`src/hdl/clebuf_pkg.sv`:
```
package clebuf_pkg;

   localparam int REQ_W  = 3;
   localparam int CHAR_W = 8;
   localparam int IDX_W  = 12;
   localparam int STAT_W = 2;

   typedef enum logic [REQ_W-1:0] {
      REQ_LEFT   = 3'd0,
      REQ_RIGHT  = 3'd1,
      REQ_BACK   = 3'd2,
      REQ_INSERT = 3'd3,
      REQ_READ   = 3'd4
   } req_code_type;

   typedef enum logic [STAT_W-1:0] {
      ST_DONE = 2'd0,
      ST_EDGE = 2'd1,
      ST_FULL = 2'd2
   } status_type;

   typedef enum logic {
      S_IDLE = 1'b0,
      S_WAIT = 1'b1
   } state_type;

   // Per-transaction control decoded from the command and the gap counts
   typedef struct packed {
      logic       mem_read;   // one RAM read now, result in the next cycle
      logic       mem_write;  // insert: write char_in now
      logic       move;       // write the read byte across the gap
      logic       read_op;    // return the read byte as char_out
      status_type status;
   } plan_type;

endpackage

```
`src/hdl/clebuf_plan.sv`:
```
module clebuf_plan #(
   parameter int CAPACITY = 4096,
   parameter int AW       = $clog2(CAPACITY),
   parameter int CW       = $clog2(CAPACITY + 1)
) (
   input  logic [clebuf_pkg::REQ_W-1:0] req_type,
   input  logic [clebuf_pkg::IDX_W-1:0] read_index,
   input  logic [CW-1:0]                left_cnt,
   input  logic [CW-1:0]                right_cnt,
   output clebuf_pkg::plan_type         plan,
   output logic [AW-1:0]                mem_addr,
   output logic [AW-1:0]                move_addr,
   output logic [CW-1:0]                left_in,
   output logic [CW-1:0]                right_in
);

   localparam int XW = ((CW > clebuf_pkg::IDX_W) ? CW : clebuf_pkg::IDX_W) + 1;
   localparam logic [CW-1:0] CAP_C = CW'(CAPACITY);

   logic [CW-1:0] left_dec;
   logic [CW-1:0] right_top;      // lowest address of the right-hand run
   logic [CW-1:0] right_top_dec;  // next free slot below the right-hand run
   logic [CW-1:0] total;
   logic [XW-1:0] idx_x;
   logic [XW-1:0] total_x;
   logic [XW-1:0] left_x;
   logic [XW-1:0] upper_addr;

   assign left_dec      = left_cnt - CW'(1);
   assign right_top     = CAP_C - right_cnt;
   assign right_top_dec = right_top - CW'(1);
   assign total         = left_cnt + right_cnt;
   assign idx_x         = XW'(read_index);
   assign total_x       = XW'(total);
   assign left_x        = XW'(left_cnt);
   assign upper_addr    = XW'(right_top) + idx_x - left_x;

   always_comb begin
      plan.mem_read  = 1'b0;
      plan.mem_write = 1'b0;
      plan.move      = 1'b0;
      plan.read_op   = 1'b0;
      plan.status    = clebuf_pkg::ST_DONE;
      mem_addr       = left_cnt[AW-1:0];
      move_addr      = left_cnt[AW-1:0];
      left_in        = left_cnt;
      right_in       = right_cnt;
      case (clebuf_pkg::req_code_type'(req_type))
         clebuf_pkg::REQ_LEFT: begin
            if (left_cnt == '0) begin
               plan.status = clebuf_pkg::ST_EDGE;
            end else begin
               plan.mem_read = 1'b1;
               plan.move     = 1'b1;
               mem_addr      = left_dec[AW-1:0];
               move_addr     = right_top_dec[AW-1:0];
               left_in       = left_dec;
               right_in      = right_cnt + CW'(1);
            end
         end
         clebuf_pkg::REQ_RIGHT: begin
            if (right_cnt == '0) begin
               plan.status = clebuf_pkg::ST_EDGE;
            end else begin
               plan.mem_read = 1'b1;
               plan.move     = 1'b1;
               mem_addr      = right_top[AW-1:0];
               move_addr     = left_cnt[AW-1:0];
               left_in       = left_cnt + CW'(1);
               right_in      = right_cnt - CW'(1);
            end
         end
         clebuf_pkg::REQ_BACK: begin
            if (left_cnt == '0) begin
               plan.status = clebuf_pkg::ST_EDGE;
            end else begin
               left_in = left_dec;
            end
         end
         clebuf_pkg::REQ_INSERT: begin
            if (total >= CAP_C) begin
               plan.status = clebuf_pkg::ST_FULL;
            end else begin
               plan.mem_write = 1'b1;
               left_in        = left_cnt + CW'(1);
            end
         end
         clebuf_pkg::REQ_READ: begin
            if (idx_x >= total_x) begin
               plan.status = clebuf_pkg::ST_FULL;
            end else begin
               plan.mem_read = 1'b1;
               plan.read_op  = 1'b1;
               if (idx_x < left_x) begin
                  mem_addr = idx_x[AW-1:0];
               end else begin
                  mem_addr = upper_addr[AW-1:0];
               end
            end
         end
         default: begin
            plan.status = clebuf_pkg::ST_DONE;
         end
      endcase
   end

endmodule

```
`config.mk`:
```
export PLATFORM = sky130hd
export DESIGN_NAME = clebuf_plan
export DESIGN_NICKNAME = d
export VERILOG_FILES = /design/src/hdl/clebuf_pkg.sv /design/src/hdl/clebuf_plan.sv
export SDC_FILE = /design/constraint.sdc
export NUM_CORES = 1
export LEC_CHECK = 0
export ABC_AREA = 0
export BUFFER_PORTS_ARGS = -buffer_cell sky130_fd_sc_hd__buf_2
export CAP_MARGIN = 5
export CELL_PAD_IN_SITES_DETAIL_PLACEMENT = 0
export CELL_PAD_IN_SITES_GLOBAL_PLACEMENT = 1
export CORE_AREA = 2 2 107 109
export DETAILED_ROUTE_END_ITERATION = 16
export DIE_AREA = 0 0 109 111
export GPL_TIMING_DRIVEN = 0
export PLACE_DENSITY_LB_ADDON = 0.1
export SLEW_MARGIN = 40
export SYNTH_ARGS = -nofsm -noshare
export SYNTH_HDL_FRONTEND = slang
export SYNTH_SLANG_ARGS = --single-unit
export TNS_END_PERCENT = 1
```
`constraint.sdc`:
```
create_clock -name vclk -period 6.4
set_input_delay 1.28 -clock vclk [all_inputs]
set_output_delay 1.28 -clock vclk [all_outputs]
set_load 0.005 [all_outputs]
```
==> results.toml, run 1 <==
[finish]
regArea_um2 = 0
layout-drive-gt1-share_pct = 23.31
seq_cells = 0
area_growth_pct = 20.63
final_util_pct = 47.83
nets = 846
diodes = 0
n_clock_buffer = 0

[timing]
min_period_ns = 6.292
drv_slew = 0
fin_ws_ns = 0.1081
rsz0062_at_grt = "true"
whs_ns = 2.985
slew_headroom_pct = 42.33
fmax_ghz = 0.1589
fin_crit_sh_pct = 98.31
max_slew.worst_pin.slew_ns = 0.8579
finalSetupViolCount = 0
final_hold_viol_count = 0
finalSetupTns_ns = 0

[global_routing]
use_met2_pct = 51.01
antenna_found_initial = 0
grt.busiest_layer = "met2"
first_global_vias = 5020
grt-ovfl-total = 0
grtUsageTotal_pct = 30.13
grt_pass1_wl_um = 28170
grt_max_degree = 11
globalRouteMet3Util_pct = 3.586
met1_usage_pct = 41.02

[cts]
cts_hold_repair.buffers = 0

[die]
die-area_um2 = 12100
start_util_pct = 39.65
rows = 39
die_h_um = 111
die_w_um = 109
ios = 97
core_area_um2 = 11080

[run_status]
status = "finished, final reports clean"

[yosys]
ys_types = 78
synthesis.area_um2 = 4392
post-synth-top-area-cell = "ha_1"
syn_inst = 639
synth_top_area_share_pct = 15.10
syn_area_per_cell_um2 = 6.873
yosys_warnings = 0
yosysSeqAreaShare_pct = 0
synthesis.nets = 745
netlist_top_cells_area = "ha_1, a21oi_1, xnor2_1, o21ai_0, fa_1"

[routing]
route.vias.total = 5354
via_per_inst = 6.077
wl_per_cell_um = 21.26
routed_wl_um = 18730
drc = 0
first_iter_violations = 402
first_pass_iters = 5
ant_nets = 0

[setup_path]
worstSetupPathType = "input port to output port"
crit_path_end_kind = "output port"
arrival_ns = 5.01
cp_max_fo = 9
cp-start-kind = "input port"
crit_required_ns = 5.12

[power_and_ir_drop]
ir_drop_uv = 63.25
power_leakage_nw = 2.244
power_mw = 0.5498
p_per_area_nw_per_um2 = 103.8

[run]
drv_cap = 0

[hold_path]
whs_path_depth = 4
hp-class = "input port to output port"

[placement]
place.gp.congestion = 0.9407
dpl.hpwl_um = 15290
place_ws_ns = -0.4925
port_buffers = 94
-- stage by stage --
stage	cells	area (µm²)
after floorplan	639	4392
after global placement	876	5041
after detailed placement	876	5056
after CTS	876	5115
after global routing	881	5298
final	881	5298
-- cell usage in the layout, fill, tap and decap left out, types with 4 or more instances in the layout --
master / instances
buf_2: 104
nand2_1: 64
nor2_1: 54
a21oi_1: 53
ha_1: 52
o21ai_0: 51
xnor2_1: 32
inv_1: 25
xor2_1: 21
clkbuf_1: 19
nor3_1: 19
nand3_1: 14
a21o_1: 13
fa_1: 12
o22ai_1: 11
nand4_1: 10
nand2b_1: 9
mux2i_1: 8
or3_1: 7
a31oi_1: 7
o21a_1: 6
o21bai_1: 6
and3_1: 6
o211ai_1: 5
nor2b_1: 5
a21oi_2: 5
a211o_1: 5
and2_1: 4
nor4_1: 4
a211oi_1: 4
o21ai_1: 4
a221oi_1: 4
mux2_2: 4
buf_4: 4
-- layer usage --
metal / vias to the layer above / share of wire (%)
li1: 2561 / -
met1: 2543 / 44
met2: 226 / 48
met3: 24 / 6.2
met4: 0 / 1.6
met5: - / 0
-- critical path, stage by stage --
cell,delay (ns)
buf_2,0.18
inv_2,0.14
ha_4,0.21
nor3b_1,0.24
xor2_1,0.29
inv_1,0.18
fa_1,0.46
ha_1,0.36
o21ai_0,0.10
o21bai_1,0.14
a2111oi_4,0.39
nor2_1,0.11
xor2_1,0.16
mux2_2,0.26
o21ai_0,0.22
a21oi_1,0.12
buf_2,0.16
-- synthesized netlist by cell type, types with 12 or more instances --
library cell,instances
nor2_1,57
fa_1,12
a21o_1,13
clkbuf_1,21
o21ai_0,54
xnor2_1,33
inv_1,27
a21oi_1,59
xor2_1,23
nand2_1,64
ha_1,53
nand3_1,14
nor3_1,19
-- area by class of cell --
class | instances | area [µm²]
tap | 143 | 178.9
inverter | 27 | 105.1
buffer | 36 | 176.4
timing repair buffer | 99 | 523.0
fill | 1161 | 5779
multi-input combinational | 576 | 4314
-- kinds of logic (layout without fill, tap and decap cells) --
kind of cell / Yosys count / in the layout / synth area share (%)
simple gates: 224 / 224 / 26.41
fa+ha+maj: 65 / 65 / 20.57
compound gates: 218 / 218 / 32.42
buf+inv: 63 / 162 / 6.211
mux: 12 / 12 / 2.849
xor+xnor: 57 / 57 / 11.54
-- worst paths after layout --
path	from	endpoint	slack, ns
worst min-delay path	right_cnt[12]	right_in[12]	2.99
worst max-delay path	right_cnt[0]	mem_addr[8]	0.11
-- where the power goes --
part	leakage (nW)	total (mW)	switching [mW]	internal, mW
sequential	0	0	0	0
clock	0	0	0	0
combinational	2.24	0.550	0.325	0.225
-- repair_timing --
| item | 4_1_cts | 5_1_grt |
|---|---|---|
| endpoints found under the setup margin | 14 | 15 |
| buffers inserted | 0 | 5 |
| pin swaps | 1 | 5 |
| resized for setup | 11 | 28 |
No activity file was read; power rests on OpenSTA's default activity.
==> run 2, diff against run 1 <==
--- a/config.mk
+++ b/config.mk
@@ -5,14 +5,15 @@
 export SDC_FILE = /design/constraint.sdc
 export NUM_CORES = 1
 export LEC_CHECK = 0
-export ABC_AREA = 0
+export ABC_AREA = 1
 export BUFFER_PORTS_ARGS = -buffer_cell sky130_fd_sc_hd__buf_2
 export CAP_MARGIN = 5
 export CELL_PAD_IN_SITES_DETAIL_PLACEMENT = 0
 export CELL_PAD_IN_SITES_GLOBAL_PLACEMENT = 1
-export CORE_AREA = 2 2 107 109
+export CORE_AREA = 2 2 116 118
 export DETAILED_ROUTE_END_ITERATION = 16
-export DIE_AREA = 0 0 109 111
+export DIE_AREA = 0 0 118 120
+export GPL_ROUTABILITY_DRIVEN = 0
 export GPL_TIMING_DRIVEN = 0
 export PLACE_DENSITY_LB_ADDON = 0.1
 export SLEW_MARGIN = 40
==> run 2 against run 1 <==
Net effect:
- design area grew 8.8%
- clock-buffer cell count is the same
- sequential share of layout area is the same
- flip-flop and latch count is the same
- combinational power grew 5.8%
- worst setup slack gained 0.21 ns
- critical path type unchanged
- fmax grew 3.5%
- hold slack lost 0.024 ns
- first-iteration DRC count grew 64%
- final cell count grew 33%
- synthesized cell count grew 41%
- utilization shrank 3.4 points
==> results.toml, run 2 <==
[run_status]
status = "finished, final reports clean"

[power_and_ir_drop]
pwr-share-seq_pct = 0
ir_drop_uv = 47.39
power_mw = 0.5824
power_leakage_nw = 2.916
p_per_area_nw_per_um2 = 101.0
power_switching_mw = 0.3780
p_sw_share_pct = 64.90
p_comb_share_pct = 100.0
intPower_mw = 0.2044
p_clk_share_pct = 0

[routing]
first_iter_violations = 660
wl_per_cell_um = 18.66
ant_nets = 0
via_per_inst = 5.544
first_pass_iters = 6
route.vias.total = 6520
routed_wl_um = 21940
drc = 0

[hold_path]
min_from = "right_cnt[12]"
hp-class = "input port to output port"
whs_path_depth = 4
holdPathEnd = "right_in[12]"

[global_routing]
grt_max_degree = 12
grt-ovfl-total = 0
first_global_vias = 6157
grt_pass1_wl_um = 33900
grtUsageTotal_pct = 30.44
antenna_found_initial = 0

[timing]
final_hold_viol_count = 0
drv_slew = 0
max_slew.worst_pin.slew_ns = 0.9078
finalSetupViolCount = 0
fmax_ghz = 0.1644
fin_crit_sh_pct = 95.03
min_period_ns = 6.082
slew_headroom_pct = 39.28
finalSetupTns_ns = 0
rsz0062_at_grt = "false"

[yosys]
netlist_top_cells_area = "nand2_1, ha_1, inv_1, nand4_1, nor2_1"
synthesis.nets = 1010
post-synth-top-area-cell = "nand2_1"
ys_top_cells_by_count = "nand2_1, inv_1, nor2_1"
synth_top_area_share_pct = 18.31
yosysMostFrequentCell = "nand2_1"
ys_types = 51
syn_area_per_cell_um2 = 5.578
yosysSeqAreaShare_pct = 0
synthesis.area_um2 = 5042
yosys_warnings = 0
syn_inst = 904

[setup_path]
cp-start-kind = "input port"
arrival_ns = 4.80
crit_path_end_kind = "output port"
crit_required_ns = 5.12
worstSetupPathType = "input port to output port"
cp_max_fo = 9

[die]
die_h_um = 120
die_w_um = 118
ios = 97
rows = 42
die-area_um2 = 14160
core_area_um2 = 12980
start_util_pct = 38.85

[finish]
layout-drive-gt1-share_pct = 15.90
design_area_um2 = 5766
seq_cells = 0
area_growth_pct = 14.34
most-common-layout-cells = "nand2_1, inv_1, buf_2"
num-fill-cells = 1560
nets = 1108
final_common_cell = "nand2_1"
regArea_um2 = 0
diodes = 0
multi_input_area_um2 = 4410
n_clock_buffer = 0
layoutNonFillerInstCount = 1176

[placement]
dpl.hpwl_um = 18060
port_buffers = 96
placed_cells = 1176
place_area_um2 = 5743

[cts]
cts_hold_repair.buffers = 0

[run]
drv_cap = 0
[run 2: power by group through the flow]
stage / registers [mW] / clock network [mW] / logic [mW]
finish: 0 / 0 / 0.582
floorplan: 0 / 0 / 0.380
detailed placement: 0 / 0 / 0.569
CTS: 0 / 0 / 0.572
global placement: 0 / 0 / 0.570
global route: 0 / 0 / 0.652
[run 2: worst max-delay path by stage]
stage                      start           end  slack, ns
floorplan            left_cnt[1]  mem_addr[11]       0.91
global placement     left_cnt[1]       plan[5]      -0.45
detailed placement   left_cnt[1]       plan[5]      -0.40
CTS                 right_cnt[0]       plan[5]       0.07
global route        right_cnt[0]   mem_addr[3]       0.02
finish              right_cnt[0]   mem_addr[3]       0.32
[run 2: repair_timing]
action / 4_1_cts / 5_1_grt
resized for setup: 1 / 8
setup buffers: 1 / 0
endpoints found under the setup margin: 15 / 15
pin swaps: 0 / 0
[run 2: per-layer routing]
metal	up-vias	GRT usage [%]	wire length, µm
li1	3200	-	-
met4	0	8.057	561
met3	43	5.276	1996
met2	317	49.31	9785
met1	2960	41.72	9597
met5	-	0	0
[run 2: critical path, stage by stage]
cell and delay (ns):
clkbuf_4 0.21, inv_4 0.09, ha_1 0.26, inv_1 0.07
nor2_1 0.05, nor2_1 0.52, fa_1 0.53, ha_1 0.41
nand2_1 0.12, o21ai_0 0.41, xnor2_1 0.17, nand2_1 0.06
o21ai_0 0.12, nand3b_1 0.16, nand4_1 0.15, buf_2 0.17
[run 2: final cells by class]
class | count | share of cell area (%)
Timing Repair Buffer | 97 | 8.550
Tap cell | 176 | 3.819
Inverter | 121 | 7.986
Buffer | 36 | 3.147
Multi-Input combinational cell | 746 | 76.50
[run 2: cell families (layout without fill, tap and decap cells)]
family          after synthesis  after routing  share of synthesized area (%)
simple gates                496            496                          44.47
buf+inv                     158            254                          12.66
compound gates              140            140                          16.10
fa+ha+maj                    65             65                          17.92
xor+xnor                     45             45                          8.859
[run 2: per-stage QoR]
step                utilization, %  worst slack (ns)  hold slack (ns)
floorplan                        -            0.9104            2.615
global placement             44.25           -0.4495            2.958
detailed placement           44.25           -0.3977            2.956
CTS                          44.30           0.06639            2.957
global route                 44.42           0.02214            2.975
finish                       44.42            0.3183            2.961
