`src/hdl/clebuf_pkg.sv`:
```
package clebuf_pkg;

   localparam int REQ_W  = 3;
   localparam int CHAR_W = 8;
   localparam int IDX_W  = 12;
   localparam int STAT_W = 2;

   typedef enum logic [REQ_W-1:0] {
      REQ_LEFT   = 3'd0,
      REQ_RIGHT  = 3'd1,
      REQ_BACK   = 3'd2,
      REQ_INSERT = 3'd3,
      REQ_READ   = 3'd4
   } req_code_type;

   typedef enum logic [STAT_W-1:0] {
      ST_DONE = 2'd0,
      ST_EDGE = 2'd1,
      ST_FULL = 2'd2
   } status_type;

   typedef enum logic {
      S_IDLE = 1'b0,
      S_WAIT = 1'b1
   } state_type;

   // Per-transaction control decoded from the command and the gap counts
   typedef struct packed {
      logic       mem_read;   // one RAM read now, result in the next cycle
      logic       mem_write;  // insert: write char_in now
      logic       move;       // write the read byte across the gap
      logic       read_op;    // return the read byte as char_out
      status_type status;
   } plan_type;

endpackage

```
`src/hdl/clebuf_seq.sv`:
```
module clebuf_seq #(
   parameter int CAPACITY = 4096,
   parameter int AW       = $clog2(CAPACITY),
   parameter int CW       = $clog2(CAPACITY + 1)
) (
   input  logic                          clock,
   input  logic                          reset,
   // request side
   input  logic                          req_valid,
   output logic                          req_ready,
   input  logic [clebuf_pkg::CHAR_W-1:0] req_char,
   // decoded plan
   input  clebuf_pkg::plan_type          plan,
   input  logic [AW-1:0]                 plan_mem_addr,
   input  logic [AW-1:0]                 plan_move_addr,
   input  logic [CW-1:0]                 plan_left,
   input  logic [CW-1:0]                 plan_right,
   output logic [CW-1:0]                 left_cnt,
   output logic [CW-1:0]                 right_cnt,
   // RAM port
   output logic                          mem_en,
   output logic                          mem_we,
   output logic [AW-1:0]                 mem_addr,
   output logic [clebuf_pkg::CHAR_W-1:0] mem_wdata,
   input  logic [clebuf_pkg::CHAR_W-1:0] mem_rdata,
   // response side
   output logic                          rsp_valid,
   input  logic                          rsp_ready,
   output logic [clebuf_pkg::CHAR_W-1:0] rsp_char,
   output logic [CW-1:0]                 rsp_length,
   output logic [CW-1:0]                 rsp_cursor,
   output logic [clebuf_pkg::STAT_W-1:0] rsp_status
);

   clebuf_pkg::state_type state_ff, state_in;

   logic [CW-1:0]                 left_ff, left_in;
   logic [CW-1:0]                 right_ff, right_in;
   logic [AW-1:0]                 move_addr_ff;
   logic                          move_ff;
   logic                          read_op_ff;
   clebuf_pkg::status_type        status_ff;

   logic                          rsp_valid_ff, rsp_valid_in;
   logic [clebuf_pkg::CHAR_W-1:0] rsp_char_ff;
   logic [CW-1:0]                 rsp_length_ff;
   logic [CW-1:0]                 rsp_cursor_ff;
   logic [clebuf_pkg::STAT_W-1:0] rsp_status_ff;

   logic accept;
   logic load_now;
   logic load_late;

   assign accept = req_valid && req_ready;

   // next state
   always_comb begin
      state_in = state_ff;
      case (state_ff)
         clebuf_pkg::S_IDLE: begin
            if (accept && plan.mem_read) begin
               state_in = clebuf_pkg::S_WAIT;
            end
         end
         clebuf_pkg::S_WAIT: begin
            state_in = clebuf_pkg::S_IDLE;
         end
         default: begin
            state_in = clebuf_pkg::S_IDLE;
         end
      endcase
   end

   // outputs: RAM port, handshake, response load
   always_comb begin
      req_ready = 1'b0;
      mem_en    = 1'b0;
      mem_we    = 1'b0;
      mem_addr  = plan_mem_addr;
      mem_wdata = req_char;
      load_now  = 1'b0;
      load_late = 1'b0;
      case (state_ff)
         clebuf_pkg::S_IDLE: begin
            req_ready = !rsp_valid_ff || rsp_ready;
            mem_en    = accept && (plan.mem_read || plan.mem_write);
            mem_we    = accept && plan.mem_write;
            load_now  = accept && !plan.mem_read;
         end
         clebuf_pkg::S_WAIT: begin
            // write the byte just read across the gap
            mem_en    = move_ff;
            mem_we    = move_ff;
            mem_addr  = move_addr_ff;
            mem_wdata = mem_rdata;
            load_late = 1'b1;
         end
         default: begin
            req_ready = 1'b0;
         end
      endcase
   end

   assign left_in  = accept ? plan_left  : left_ff;
   assign right_in = accept ? plan_right : right_ff;

   always_comb begin
      rsp_valid_in = rsp_valid_ff;
      if (load_now || load_late) begin
         rsp_valid_in = 1'b1;
      end else if (rsp_ready) begin
         rsp_valid_in = 1'b0;
      end
   end

   always_ff @(posedge clock) begin
      if (reset) begin
         state_ff     <= clebuf_pkg::S_IDLE;
         left_ff      <= '0;
         right_ff     <= '0;
         rsp_valid_ff <= 1'b0;
      end else begin
         state_ff     <= state_in;
         left_ff      <= left_in;
         right_ff     <= right_in;
         rsp_valid_ff <= rsp_valid_in;
      end
   end

   always_ff @(posedge clock) begin
      if (accept) begin
         move_addr_ff <= plan_move_addr;
         move_ff      <= plan.move;
         read_op_ff   <= plan.read_op;
         status_ff    <= plan.status;
      end
      if (load_now) begin
         rsp_char_ff   <= '0;
         rsp_length_ff <= plan_left + plan_right;
         rsp_cursor_ff <= plan_left;
         rsp_status_ff <= plan.status;
      end else if (load_late) begin
         rsp_char_ff   <= read_op_ff ? mem_rdata : '0;
         rsp_length_ff <= left_ff + right_ff;
         rsp_cursor_ff <= left_ff;
         rsp_status_ff <= status_ff;
      end
   end

   assign left_cnt   = left_ff;
   assign right_cnt  = right_ff;
   assign rsp_valid  = rsp_valid_ff;
   assign rsp_char   = rsp_char_ff;
   assign rsp_length = rsp_length_ff;
   assign rsp_cursor = rsp_cursor_ff;
   assign rsp_status = rsp_status_ff;

   // the response slot is free whenever a read is in flight
   a_wait_slot_free: assert property (@(posedge clock) disable iff (reset)
      state_ff == clebuf_pkg::S_WAIT |-> !rsp_valid_ff)
      else $error("response slot busy while a RAM read is in flight");

   a_wait_one_cycle: assert property (@(posedge clock) disable iff (reset)
      state_ff == clebuf_pkg::S_WAIT |=> state_ff == clebuf_pkg::S_IDLE)
      else $error("read wait lasted more than one cycle");

   a_count_bound: assert property (@(posedge clock) disable iff (reset)
      (left_ff + right_ff) <= CW'(CAPACITY) && left_ff <= CW'(CAPACITY))
      else $error("gap counts exceed capacity");

   a_short_result: assert property (@(posedge clock) disable iff (reset)
      accept && !plan.mem_read |=> rsp_valid_ff)
      else $error("single-cycle transaction produced no response");

endmodule

```
`config.mk`:
```
export PLATFORM = sky130hd
export DESIGN_NAME = clebuf_seq
export DESIGN_NICKNAME = d
export VERILOG_FILES = /design/src/hdl/clebuf_pkg.sv /design/src/hdl/clebuf_seq.sv
export SDC_FILE = /design/constraint.sdc
export NUM_CORES = 1
export LEC_CHECK = 0
export BUFFER_PORTS_ARGS = -buffer_cell sky130_fd_sc_hd__buf_2
export CAP_MARGIN = 10
export CORE_ASPECT_RATIO = 0.75
export CORE_UTILIZATION = 50
export CTS_CLUSTER_DIAMETER = 50
export DETAILED_ROUTE_END_ITERATION = 10
export GPL_ROUTABILITY_DRIVEN = 0
export PLACE_DENSITY = 0.77
export SYNTH_ARGS = -nofsm -noshare
export SYNTH_HDL_FRONTEND = slang
export SYNTH_SLANG_ARGS = --single-unit
```
`constraint.sdc`:
```
create_clock -name clock -period 2.8 [get_ports clock]
set_clock_uncertainty 0.15 [all_clocks]
set_input_delay 0.14 -clock clock [delete_from_list [all_inputs] [get_ports clock]]
set_output_delay 0.14 -clock clock [all_outputs]
set_load 0.01 [all_outputs]
```
==> results of run 1 <==
==> power groups by stage <==
| stage | registers [mW] | clock network (mW) | logic (mW) |
|---|---|---|---|
| after detailed placement | 1.41 | 0 | 0.642 |
| after floorplan | 1.44 | 0 | 0.352 |
| after global placement | 1.41 | 0 | 0.625 |
| after global routing | 1.40 | 1.11 | 0.780 |
| final | 1.39 | 1.07 | 0.713 |
| after CTS | 1.39 | 1.07 | 0.701 |
==> critical path, stage by stage <==
cell and delay (ps):
dlygate4sd3_1 540, buf_2 160, fa_1 500, a211oi_2 300
o21ai_2 120, o211ai_1 130, or4b_1 460, a32o_1 260
==> area by class of cell <==
type	instances	area [um^2]	share of cell area
Tap cell	105	131	0.0218
Inverter	7	26.3	0.00436
Timing Repair Buffer	221	1380	0.229
Clock inverter	5	33.8	0.00560
Sequential cell	80	2040	0.339
Multi-Input combinational cell	343	2180	0.362
Clock buffer	11	233	0.0386
==> per-layer routing <==
metal	global-route usage	vias up	routed length (um)
met2	0.497	193	5990
met5	0	-	0
li1	-	2043	-
met1	0.383	2013	5650
met3	0.0597	26	1030
met4	0.103	0	259
==> final timing paths <==
| path | from | endpoint | slack (ps) | cells past startpoint |
|---|---|---|---|---|
| max | plan_left[1] | rsp_length[12]$_DFFE_PP_ | 120 | 8 |
| min reg2reg | rsp_char[5]$_SDFFE_PN0P_ | rsp_char[5]$_SDFFE_PN0P_ | 310 | 2 |
| min | plan_right[0] | rsp_length[0]$_DFFE_PP_ | 90 | 4 |
| max reg2reg | left_cnt[0]$_SDFFE_PP0N_ | rsp_length[10]$_DFFE_PP_ | 250 | 7 |
==> state kept, by name, indices dropped and copies added, names as in the netlist, 2 cells and up <==
signal and cells:
left_cnt 13, move_addr_ff 12, right_cnt 13, rsp_char 8
rsp_cursor 13, rsp_length 13, rsp_status 2, status_ff 2
==> cells in the final DEF, fill, tap and decap left out, types with 11 or more instances in the layout <==
cell type        n
nand3_1         11
o21ai_0         19
a21o_1          11
edfxtp_1        44
xor2_1          13
buf_2          161
dlygate4sd3_1   51
mux2_2          20
dfxtp_1         36
nand2_1        127
ha_1            24
a21oi_1         43
==> logic make-up (layout without fill, tap and decap cells) <==
group / after synthesis / in the layout / synth area share
simple gates: 163 / 163 / 0.157
fa+ha+maj: 26 / 26 / 0.0790
mux: 27 / 27 / 0.0685
buf+inv: 26 / 244 / 0.0238
compound gates: 113 / 113 / 0.169
flops: 80 / 80 / 0.474
xor+xnor: 14 / 14 / 0.0285
==> what timing repair did <==
| item | 4_1_cts | 5_1_grt |
|---|---|---|
| resized for setup | 0 | 0 |
| hold endpoints to repair | 66 | 0 |
| hold buffers | 51 | 0 |
==> flow_metrics.tcl, run 1 <==
set metrics [dict create \
    rsz0062_at_grt "no" \
    tns_ps 0 \
    drt-pass1-iter-count 5 \
    worst_slew_pin_slew_ps 700 \
    synthFlopType "edfxtp_1" \
    setup_slack_ps 124 \
    critPathArrivalTime_ps 2620 \
    rows 28 \
    pre_cts_ws_ps 142 \
    start_util 0.530 \
    grt_pass1_wl_mm 20.2 \
    drt_wl_total_mm 12.9 \
    fillCellCount 600 \
    drive_gt1_frac 0.318 \
    antenna_cells 0 \
    period_minus_slack_ps 2680 \
    drt.antenna.violating_nets 0 \
    hold_viol 0 \
    p_leak_nw 2.79 \
    vias_per_cell 5.54 \
    finalSetupViolations 0 \
    htreeDepth 3 \
    ioPinCount 162 \
    synth_edf_count 44 \
    cp_max_fo 4 \
    cts_setup_buffers 0 \
    vdd_drop_max_uv 322 \
    cts_tree "done" \
    synth_fp_nets 551 \
    ys_types 48 \
    cts_made_buffers 9 \
    die_w_um 109 \
    core_um2 8130 \
    fin_nets 764 \
    whs_ps 89.3 \
    switching_share 0.286 \
    gr-usage-all-layers 0.296 \
    p_per_area_nw_per_um2 526 \
    yosysTopAreaCell "edfxtp_1" \
    async_flop_share 0 \
    grt_max_degree 38 \
    relSlewSlack 0.533 \
    layoutNonFillerInstCount 772 \
    clk_pin_slew_ps 60 \
    route.detailed.drc 0 \
    p_sw_mw 0.908 \
    synth_area_um2 4310 \
    antenna_found_initial 0 \
    first_global_vias 4178 \
    maxCapViolCount 0 \
    yosys-top-cells-area "edfxtp_1, dfxtp_1, nand2_1" \
    synth-seq-cells 80 \
    dr_total_vias 4275 \
    dpl.cell_count 705 \
    syn_area_per_cell_um2 9.59 \
    synth_top_area_share 0.307 \
    area_growth_syn_to_layout_pct 40.0 \
    yosys_warnings 0 \
    pwr-share-seq 0.439 \
    hold_class "in2reg" \
    cts_sinks 80 \
    crit_path_start_kind "primary input" \
    dieHeight_um 82.4 \
    critPathCaptureType "register" \
    dp.final_hpwl_mm 8.93 \
    ys_seq_area_frac 0.474 \
    die_area_um2 8990 \
    fin_crit_sh 0.956 \
    fmax_ghz 0.374 \
    power_mw 3.17 \
    finish.instance_area_um2 6030 \
    synthTopCellsByCount "nand2_1, edfxtp_1, a21oi_1" \
    crit_type "in2reg" \
    synth_cells 449 \
    cts_buffer_depth 2 \
    portBuffers 161 \
    insertion_delay_ps 330 \
    synth.most_common_cell "nand2_1" \
    drt-initial-drc-count 253 \
    critical_path_required_ps 2740 \
    wl_per_cell_um 16.8 \
    slew_viol_final 0 \
    status "completed" \
    power_frac_comb 0.225 \
    root_buffer "clkbuf_16" \
    power.share.clock 0.336 \
    final_util 0.742 \
    overflow 0 \
    dpl-instance-area_um2 5250 \
    intPower_mw 2.26 \
]
No activity file was read; power rests on OpenSTA's default activity.
==> run 2, diff against run 1 <==
--- a/config.mk
+++ b/config.mk
@@ -5,10 +5,11 @@
 export SDC_FILE = /design/constraint.sdc
 export NUM_CORES = 1
 export LEC_CHECK = 0
+export ABC_AREA = 1
 export BUFFER_PORTS_ARGS = -buffer_cell sky130_fd_sc_hd__buf_2
 export CAP_MARGIN = 10
 export CORE_ASPECT_RATIO = 0.75
-export CORE_UTILIZATION = 50
+export CORE_UTILIZATION = 51
 export CTS_CLUSTER_DIAMETER = 50
 export DETAILED_ROUTE_END_ITERATION = 10
 export GPL_ROUTABILITY_DRIVEN = 0
==> flow_metrics.tcl, run 2 <==
set metrics [dict create \
    status "complete, but fails checks" \
    violations "design-rule violations" \
    yosysTopAreaCell "edfxtp_1" \
    cp_num_buf_inv 2 \
    gr-usage-met1 0.383 \
    fmax_ghz 0.452 \
    synthXorXnorAreaFrac 0.0113 \
    async_flop_share 0 \
    drt_wl_total_mm 13.8 \
    synthMuxAreaShare 0 \
    first_global_vias 4748 \
    synth-seq-cells 80 \
    start_util 0.539 \
    synth.most_common_cell "nand2_1" \
    synth_cells 618 \
    tns_ps 0 \
    layout_commonest_cell "nand2_1" \
    period_minus_slack_ps 2210 \
    p_leak_nw 3.30 \
    cts_setup_buffers 0 \
    vias_per_cell 5.24 \
    cp_max_fo 6 \
    dr_total_vias 4882 \
    finalSetupViolations 0 \
    cp_cell_sequence "dlygate4sd3_1 -> buf_2 -> ha_1 -> nand3_1 -> nand3_1 -> nand3_1 -> nand3_1 -> nand2_1 -> nand3_1 -> nand2_1" \
    cp_top_family "simple AND/OR/NAND/NOR gates" \
    drive_gt1_frac 0.232 \
    critPathCaptureType "register" \
    overflow 0 \
    postCtsResizedCells 0 \
    rows 29 \
    area_growth_syn_to_layout_pct 34.2 \
    critical_path_required_ps 2730 \
    synth_fp_nets 720 \
    synth_area_um2 4650 \
    cts_buffer_depth 2 \
    die_area_um2 9510 \
    dp.final_hpwl_mm 9.76 \
    grt_use_met2 0.499 \
    die_w_um 112 \
    fin_crit_sh 0.791 \
    fillCellCount 669 \
    root_buffer "clkbuf_16" \
    core_um2 8640 \
    synth_simple_gate_area_frac 0.273 \
    insertion_delay_ps 340 \
    hold_viol 0 \
    synth_top_family_by_area "simple AND/OR/NAND/NOR gates" \
    fin_nets 920 \
    grt_busiest_layer "met2" \
    antenna_cells 0 \
    synthFlopType "edfxtp_1" \
    wl_per_cell_um 14.8 \
    drt.antenna.violating_nets 0 \
    critPathArrivalTime_ps 2150 \
    vdd_drop_max_uv 289 \
    cp_common_cell "nand3_1" \
    hold_class "in2reg" \
    rsz0062_at_grt "no" \
    relSlewSlack 0.612 \
    gr-usage-all-layers 0.300 \
    synth_edf_count 44 \
    drt-initial-drc-count 368 \
    cp_slowest_cell "dlygate4sd3_1" \
    slew_viol_final 0 \
    clk_pin_slew_ps 60 \
    yosys-top-cells-area "edfxtp_1, nand2_1, dfxtp_1" \
    layout_common_cells "nand2_1, buf_2, inv_1" \
    regToRegSetupSlack_ps 630 \
    p_per_area_nw_per_um2 538 \
    syn_area_per_cell_um2 7.53 \
    power_mw 3.36 \
    maxCapViolCount 0 \
    ys_types 29 \
    cts_tree "done" \
    route.detailed.drc 9 \
    htreeDepth 3 \
    yosys_warnings 0 \
    drt-pass1-iter-count 9 \
    synth_compound_area_frac 0.0984 \
    ioPinCount 162 \
    synthAdderAreaFrac 0.0732 \
    ys_seq_area_frac 0.439 \
    cts_made_buffers 9 \
    synthTopCellsByCount "nand2_1, inv_1, edfxtp_1" \
    ctsHoldBuffers 42 \
    grt_pass1_wl_mm 22.3 \
    crit_type "in2reg" \
    grt_max_degree 40 \
    use_met3 0.0621 \
    worst_slew_pin_slew_ps 581 \
    crit_path_start_kind "primary input" \
    portBuffers 161 \
    synth_top_area_share 0.284 \
    cts_sinks 80 \
    antenna_found_initial 0 \
    critPathMaxStageDelay_ps 550 \
    dieHeight_um 84.7 \
]
==> run 2: cell types whose count changed after synthesis, sizes merged, moves of 6 or more <==
| cell | previous run | this run |
|---|---|---|
| nand2 | 127 | 223 |
| inv | 7 | 95 |
| nor2 | 8 | 33 |
| nand3 | 11 | 35 |
| mux2 | 20 | 0 |
| a21o | 11 | 0 |
| o21ai | 20 | 31 |
| xor2 | 13 | 3 |
| a21oi | 43 | 35 |
| a211oi | 6 | 13 |
| mux2i | 7 | 0 |
| nor3 | 1 | 8 |
| nand4 | 2 | 8 |
==> run 2: power breakdown <==
group	internal (mW)	total, mW	switching (mW)
logic	0.305	0.761	0.456
clock network	0.715	1.20	0.480
registers	1.35	1.40	0.0511
==> run 2: cell families after synthesis <==
kind of cell	after synthesis
and+or+nand+nor	311
AOI/OAI and AO/OA	81
adders and majority gates	26
xor gates and xnor gates	6
DFF	80
buffers and inverters	114
==> run 2: final timing paths <==
kind / from / cells past startpoint / to
worst min register to register: rsp_char[4]$_SDFFE_PN0P_ / 2 / rsp_char[4]$_SDFFE_PN0P_
worst min-delay path: plan_left[1] / 3 / left_cnt[1]$_SDFFE_PP0N_
worst max-delay path: plan_right[2] / 10 / rsp_length[11]$_DFFE_PP_
worst max register to register: left_cnt[0]$_SDFFE_PP0N_ / 9 / rsp_length[6]$_DFFE_PP_
==> run 2: through the flow <==
stage	util	cells	cell area, um^2	setup slack, ps	hold WS, ps
final	0.723	931	6240	585	27.0
after global routing	0.723	931	6240	414	22.9
after CTS	0.723	931	6240	650	22.3
after floorplan	-	618	4650	694	88.9
after detailed placement	0.638	873	5510	660	168
after global placement	0.638	873	5510	726	168
==> run 2: area by class of cell <==
| type | count | area, um^2 | area share |
|---|---|---|---|
| Timing Repair Buffer | 208 | 1280 | 0.204 |
| Clock buffer | 12 | 279 | 0.0447 |
| Tap cell | 108 | 135 | 0.0216 |
| Sequential cell | 80 | 2040 | 0.327 |
| Inverter | 95 | 357 | 0.0571 |
| Multi-Input combinational cell | 424 | 2120 | 0.340 |
| Clock inverter | 4 | 33.8 | 0.00541 |
==> run 2: worst register-to-register path, delay by kind of cell, from the launching register on <==
kind	cells	cell delay, ps
adder cells (fa/ha/maj)	2	670
flip-flops	1	320
AND/OR/NAND/NOR	7	770
==> run 2: routing by layer <==
layer	routed length (um)	part of all wire
met1	5750	0.42
met2	6550	0.47
met3	1160	0.084
met4	348	0.025
met5	0	0
